## config.mk

```make
export PLATFORM = sky130hd
export DESIGN_NAME = kyg_walk
export DESIGN_NICKNAME = d
export VERILOG_FILES = /design/src/hdl/kyg_pkg.sv /design/src/hdl/kyg_walk.sv
export SDC_FILE = /design/constraint.sdc
export NUM_CORES = 1
export LEC_CHECK = 0
export CORE_ASPECT_RATIO = 0.9
export CORE_MARGIN = 2
export CORE_UTILIZATION = 40
export CTS_BUF_LIST = sky130_fd_sc_hd__clkbuf_8 sky130_fd_sc_hd__clkbuf_16
export CTS_CLUSTER_DIAMETER = 50
export DETAILED_ROUTE_END_ITERATION = 7
export DONT_BUFFER_PORTS = 1
export GPL_TIMING_DRIVEN = 1
export HOLD_SLACK_MARGIN = 0.06
export SETUP_SLACK_MARGIN = 0.15
export SLEW_MARGIN = 10
export SYNTH_ARGS = -nofsm -noshare
export SYNTH_HDL_FRONTEND = slang
export SYNTH_SLANG_ARGS = --single-unit
```

## constraint.sdc

```tcl
create_clock -name clk -period 2.9 [get_ports clk]
set_clock_uncertainty 0.15 [all_clocks]
set_input_delay 0.58 -clock clk [delete_from_list [all_inputs] [get_ports clk]]
set_output_delay 0.58 -clock clk [all_outputs]
set_load 0.05 [all_outputs]
```

## src/hdl/kyg_pkg.sv

```systemverilog
// Shared constants, word types and state encodings for the Knuth-Yao sampler.
`timescale 1ns / 1ps

package kyg_pkg;

	localparam int unsigned DEF_MAX_ROWS       = 64;
	localparam int unsigned DEF_PRECISION_BITS = 128;

	localparam int unsigned SAMPLE_W    = 7;
	localparam int unsigned LOAD_ROW_W  = 6;
	localparam int unsigned BYTE_IDX_W  = 4;
	localparam int unsigned BYTE_W      = 8;
	localparam int unsigned ROWS_CFG_W  = 7;
	localparam int unsigned POLY_W      = 16;
	localparam int unsigned DIST_W      = 9;
	localparam int unsigned CFG_IDX_W   = 1;
	localparam int unsigned CFG_DATA_W  = 16;

	localparam logic [ROWS_CFG_W-1:0] ROWS_RESET = 7'd64;
	localparam logic [POLY_W-1:0]     SPP_RESET  = 16'd1024;

	localparam logic MODE_LOAD = 1'b0;
	localparam logic MODE_BIT  = 1'b1;

	typedef enum logic [CFG_IDX_W-1:0] {
		REG_ROWS_IN_USE      = 1'b0,
		REG_SAMPLES_PER_POLY = 1'b1
	} cfg_reg_t;

	typedef struct packed {
		logic                  mode;
		logic [LOAD_ROW_W-1:0] load_row;
		logic [BYTE_IDX_W-1:0] load_byte_index;
		logic [BYTE_W-1:0]     load_byte;
		logic                  random_bit;
	} in_word_t;

	typedef struct packed {
		logic signed [SAMPLE_W-1:0] sample_value;
		logic                       last_of_poly;
		logic                       overflow;
	} out_word_t;

	typedef struct packed {
		logic [CFG_IDX_W-1:0]  index;
		logic [CFG_DATA_W-1:0] value;
	} cfg_word_t;

	typedef struct packed {
		logic start;
		logic random_bit;
	} walk_req_t;

	typedef struct packed {
		logic busy;
		logic done;
		logic hit;
	} walk_rsp_t;

	typedef enum logic [3:0] {
		W_IDLE   = 4'b0001,
		W_FETCH  = 4'b0010,
		W_SCAN   = 4'b0100,
		W_COLEND = 4'b1000
	} walk_state_t;

endpackage

```

## src/hdl/kyg_walk.sv

```systemverilog
// Tree walk engine: one matrix row per cycle through a shared distance subtractor.
`timescale 1ns / 1ps

module kyg_walk import kyg_pkg::*; #(
	parameter int unsigned MAX_ROWS       = DEF_MAX_ROWS,
	parameter int unsigned PRECISION_BITS = DEF_PRECISION_BITS,
	localparam int unsigned ROW_W     = $clog2(MAX_ROWS),
	localparam int unsigned CNT_W     = $clog2(MAX_ROWS + 1),
	localparam int unsigned COL_W     = $clog2(PRECISION_BITS),
	localparam int unsigned ROW_BYTES = (PRECISION_BITS + 7) / 8,
	localparam int unsigned ADDR_W    = $clog2(MAX_ROWS * ROW_BYTES)
) (
	input  logic              clk,
	input  logic              arst_n,
	input  walk_req_t         req,
	input  logic [CNT_W-1:0]  rows,
	output walk_rsp_t         rsp,
	output logic [ROW_W-1:0]  hit_row,
	output logic              rd_en,
	output logic [ADDR_W-1:0] rd_addr,
	input  logic [BYTE_W-1:0] rd_data
);

	walk_state_t       state_q;
	logic [DIST_W-1:0] dist_q;
	logic [COL_W-1:0]  col_q;
	logic [ROW_W-1:0]  row_q;

	logic             cur_bit;
	logic             hit;
	logic             last_col;
	logic [ROW_W-1:0] rd_row;

	// column c sits at bit 7 - (c mod 8) of its byte
	assign cur_bit  = rd_data[~col_q[2:0]];
	assign hit      = cur_bit && (dist_q == '0);
	assign last_col = (col_q == COL_W'(PRECISION_BITS - 1));

	assign rd_row  = (state_q == W_FETCH) ? row_q : row_q - 1'b1;
	assign rd_addr = ADDR_W'(rd_row) * ADDR_W'(ROW_BYTES) + ADDR_W'(col_q >> 3);
	assign rd_en   = (state_q == W_FETCH) || ((state_q == W_SCAN) && (row_q != '0));

	assign rsp.busy = (state_q != W_IDLE);
	assign rsp.done = ((state_q == W_SCAN) && hit) || ((state_q == W_COLEND) && last_col);
	assign rsp.hit  = (state_q == W_SCAN);
	assign hit_row  = row_q;

	always_ff @(posedge clk or negedge arst_n) begin
		if (!arst_n) begin
			state_q <= W_IDLE;
			dist_q  <= '0;
			col_q   <= '0;
			row_q   <= '0;
		end else begin
			case (state_q)
				W_IDLE: begin
					if (req.start) begin
						// saturate at the top of the distance range
						if (dist_q[DIST_W-1]) begin
							dist_q <= '1;
						end else begin
							dist_q <= {dist_q[DIST_W-2:0], ~req.random_bit};
						end
						if (rows == '0) begin
							state_q <= W_COLEND;
						end else begin
							row_q   <= ROW_W'(rows - 1'b1);
							state_q <= W_FETCH;
						end
					end
				end
				W_FETCH: begin
					state_q <= W_SCAN;
				end
				W_SCAN: begin
					if (hit) begin
						dist_q  <= '0;
						col_q   <= '0;
						state_q <= W_IDLE;
					end else begin
						dist_q <= dist_q - DIST_W'(cur_bit);
						if (row_q == '0) begin
							state_q <= W_COLEND;
						end else begin
							row_q <= row_q - 1'b1;
						end
					end
				end
				W_COLEND: begin
					if (last_col) begin
						col_q  <= '0;
						dist_q <= '0;
					end else begin
						col_q <= col_q + 1'b1;
					end
					state_q <= W_IDLE;
				end
				default: begin
					state_q <= W_IDLE;
				end
			endcase
		end
	end

endmodule

```

==> reports/qor.yml <==
status: "complete, no violations"
placed_area_um2: 2252
dp_slack_ns: 0.08745
drt_iter0_markers: 81
final.period_utilization_pct: 98.90
p_sw_share_pct: 51.48
grt_first_pass_wirelength_mm: 8.514
grt_pass1_vias: 1699
rsz0062_at_grt: "true"
clockPowerShare_pct: 12.9
synth_flop_cell: "dfrtp_1"
clock-root-buffer: "clkbuf_8"
crit_required_ns: 2.17
grt-ovfl-total: 0
slew_headroom_pct: 61.29
dpl.hpwl_mm: 3.803
p_comb_share_pct: 60.7
critPathMaxFanout: 2
end_kind: "output pin"
crit_arrival_ns: 2.14
worst_slew_pin_slew_ns: 0.5807
nets: 293
die_x_um: 79.29
antenna_found_initial: 0
critical_path_class: "flip-flop to output pin"
synth-edff-count: 0
ctsLongestPathBuffers: 2
fmax_mhz: 348.7
avgSynthCellArea_um2: 8.539
ant_nets: 0
synth_cells: 239
io_buffers: 0
synthArstFlopShare_pct: 100.0
cts_buffers: 3
synthesis.area_um2: 2041
fillers: 494
p_leak_nw: 1.024
final.min_clock_period_ns: 2.868
clk_latency_ns: 0.28
vdd_drop_max_uv: 433.2
power_density_nw_per_um2: 992.9
yosysSeqAreaShare_pct: 31.94
h-tree-depth: 1
initial_core_util_pct: 41.69
clk_pin_slew_ns: 0.10
num_antenna_cells: 0
maxCapViolCount: 0
post-route-util_pct: 49.95
drc: 0
p_switching_mw: 1.250
synth_warnings: 0
fin_area_um2: 2445
dieArea_um2: 5690
grt_max_degree: 27
drt_pass1_iterations: 4
gp_congestion: 0.8248
hold_class: "primary input to flip-flop"
core_area_um2: 4895
slew_violations: 0
worst_slack_ns: 0.03200
power.internal_mw: 1.178
routed_wl_mm: 5.150
avgRoutedWirePerCell_um: 15.56
hold_viol_final: 0
routed_via_density: 5.631
num_vias: 1864
synth_nets: 265
ios: 39
yosys_register_bits: 26
p_seq_share_pct: 26.4
fp-row-count: 24
total_power_mw: 2.427
cts_sinks: 26
layout-area-overhead-vs-synth_pct: 19.80
setup.worst_path.start_class: "flip-flop"
ys_types: 57
fin_hold_ws_ns: 0.2889
die_h_um: 71.76
drive_gt1_share_pct: 24.06
setup_violations: 0
track_usage_pct: 18.97
tritoncts: "yes"
[sequential cells by signal (all words and copies together), names as in the netlist]
name,count
col_q,7
dist_q,9
hit_row,6
state_q,4
[per-layer routing]
metal	routed length [µm]	GRT usage [%]	vias up	share of wire, %
met5	0	0	-	0
met3	174	3.778	4	3.4
li1	-	-	915	-
met2	2377	28.06	37	46
met4	40	4.023	0	0.78
met1	2559	28.67	908	50
[worst max-delay path: stages, from the launching register on]
cell and delay, ns:
dfrtp_1 0.41, or4_4 0.54, nand4b_4 0.19, or3_4 0.36, o22ai_4 0.36
[logic make-up after synthesis]
family,after synthesis,share of synthesized area (%)
muxes,6,3.066
buffers and inverters,26,6.621
xor gates and xnor gates,13,5.579
adders and majority gates,7,4.292
DFF,26,31.94
and+or+nand+nor,103,27.22
AOI/OAI and AO/OA,58,21.28
[cell type report]
class | count | area, µm² | share of cell area (%)
multi-input cells | 187 | 1304 | 53.33
flip-flops and latches | 26 | 654.4 | 26.77
repair buffers | 36 | 285.3 | 11.67
well taps | 65 | 81.33 | 3.327
inverters | 13 | 48.80 | 1.996
clock buffers | 3 | 41.29 | 1.689
clock inverters | 1 | 30.03 | 1.228
[path summary, 6_finish.rpt]
check,start,end,slack (ns),cells past startpoint
setup / recovery,dist_q[5],rsp[1],0.03,4
hold / removal,req[1],state_q[3],0.29,2
setup reg to reg,col_q[0],dist_q[8],0.21,10
hold reg to reg,dist_q[0],dist_q[0],0.39,1
max in group asynchronous,arst_n,state_q[0],1.79,2
min in group asynchronous,arst_n,col_q[3],0.58,2
[cells in the mapped netlist (5+ instances only)]
| cell | n | area (µm²) |
|---|---|---|
| a21oi_1 | 6 | 30.03 |
| nand3_1 | 12 | 60.06 |
| o22ai_1 | 6 | 37.54 |
| nor2_1 | 24 | 90.09 |
| xnor2_1 | 9 | 78.83 |
| nand2_1 | 26 | 97.59 |
| o21ai_0 | 20 | 100.1 |
| nand4_1 | 6 | 37.54 |
| dfrtp_1 | 25 | 625.6 |
| inv_1 | 12 | 45.04 |
| nor3_1 | 7 | 35.03 |
| a22o_1 | 5 | 43.79 |
| buf_4 | 5 | 37.54 |
| ha_1 | 7 | 87.58 |
[metrics by stage]
| step | std cells | TNS (ns) |
|---|---|---|
| 6_report | 331 | 0 |
| 5_1_grt | 331 | -0.02474 |
| 4_1_cts | 329 | -0.03212 |
| 3_5_place_dp | 318 | 0 |
| 3_3_place_gp | 318 | 0 |
| 2_1_floorplan | 239 | 0 |
[power by group through the flow]
stage	sequential, mW	combinational (mW)	clock, mW
5_1_grt	0.663	1.58	0.334
3_5_place_dp	0.644	1.42	0
4_1_cts	0.635	1.46	0.322
3_3_place_gp	0.640	1.40	0
6_report	0.640	1.47	0.313
2_1_floorplan	0.780	0.910	0
[cells in the final DEF, fill, tap and decap left out, drive strengths merged, types with 3 or more instances in the layout]
cell type | Yosys | routed
a21oi | 7 | 7
a22o | 5 | 5
a22oi | 3 | 3
buf | 10 | 35
clkbuf | 3 | 3
dfrtp | 25 | 25
ha | 7 | 7
inv | 12 | 12
mux2i | 4 | 4
nand2 | 26 | 26
nand2b | 3 | 3
nand3 | 12 | 12
nand4 | 6 | 6
nor2 | 25 | 25
nor2b | 4 | 4
nor3 | 8 | 8
o21ai | 21 | 21
o22ai | 7 | 7
or4 | 3 | 3
or4b | 3 | 3
xnor2 | 9 | 9
xor2 | 4 | 4
[timing repair]
| item | in CTS | in global routing |
|---|---|---|
| resized for setup | 6 | 4 |
| buffers inserted | 5 | 2 |
| hold endpoints to repair | 26 | 0 |
| hold buffers | 2 | 0 |
| pin swaps | 6 | 2 |
| setup endpoints to repair | 4 | 4 |
No activity file was read; power rests on OpenSTA's default activity.
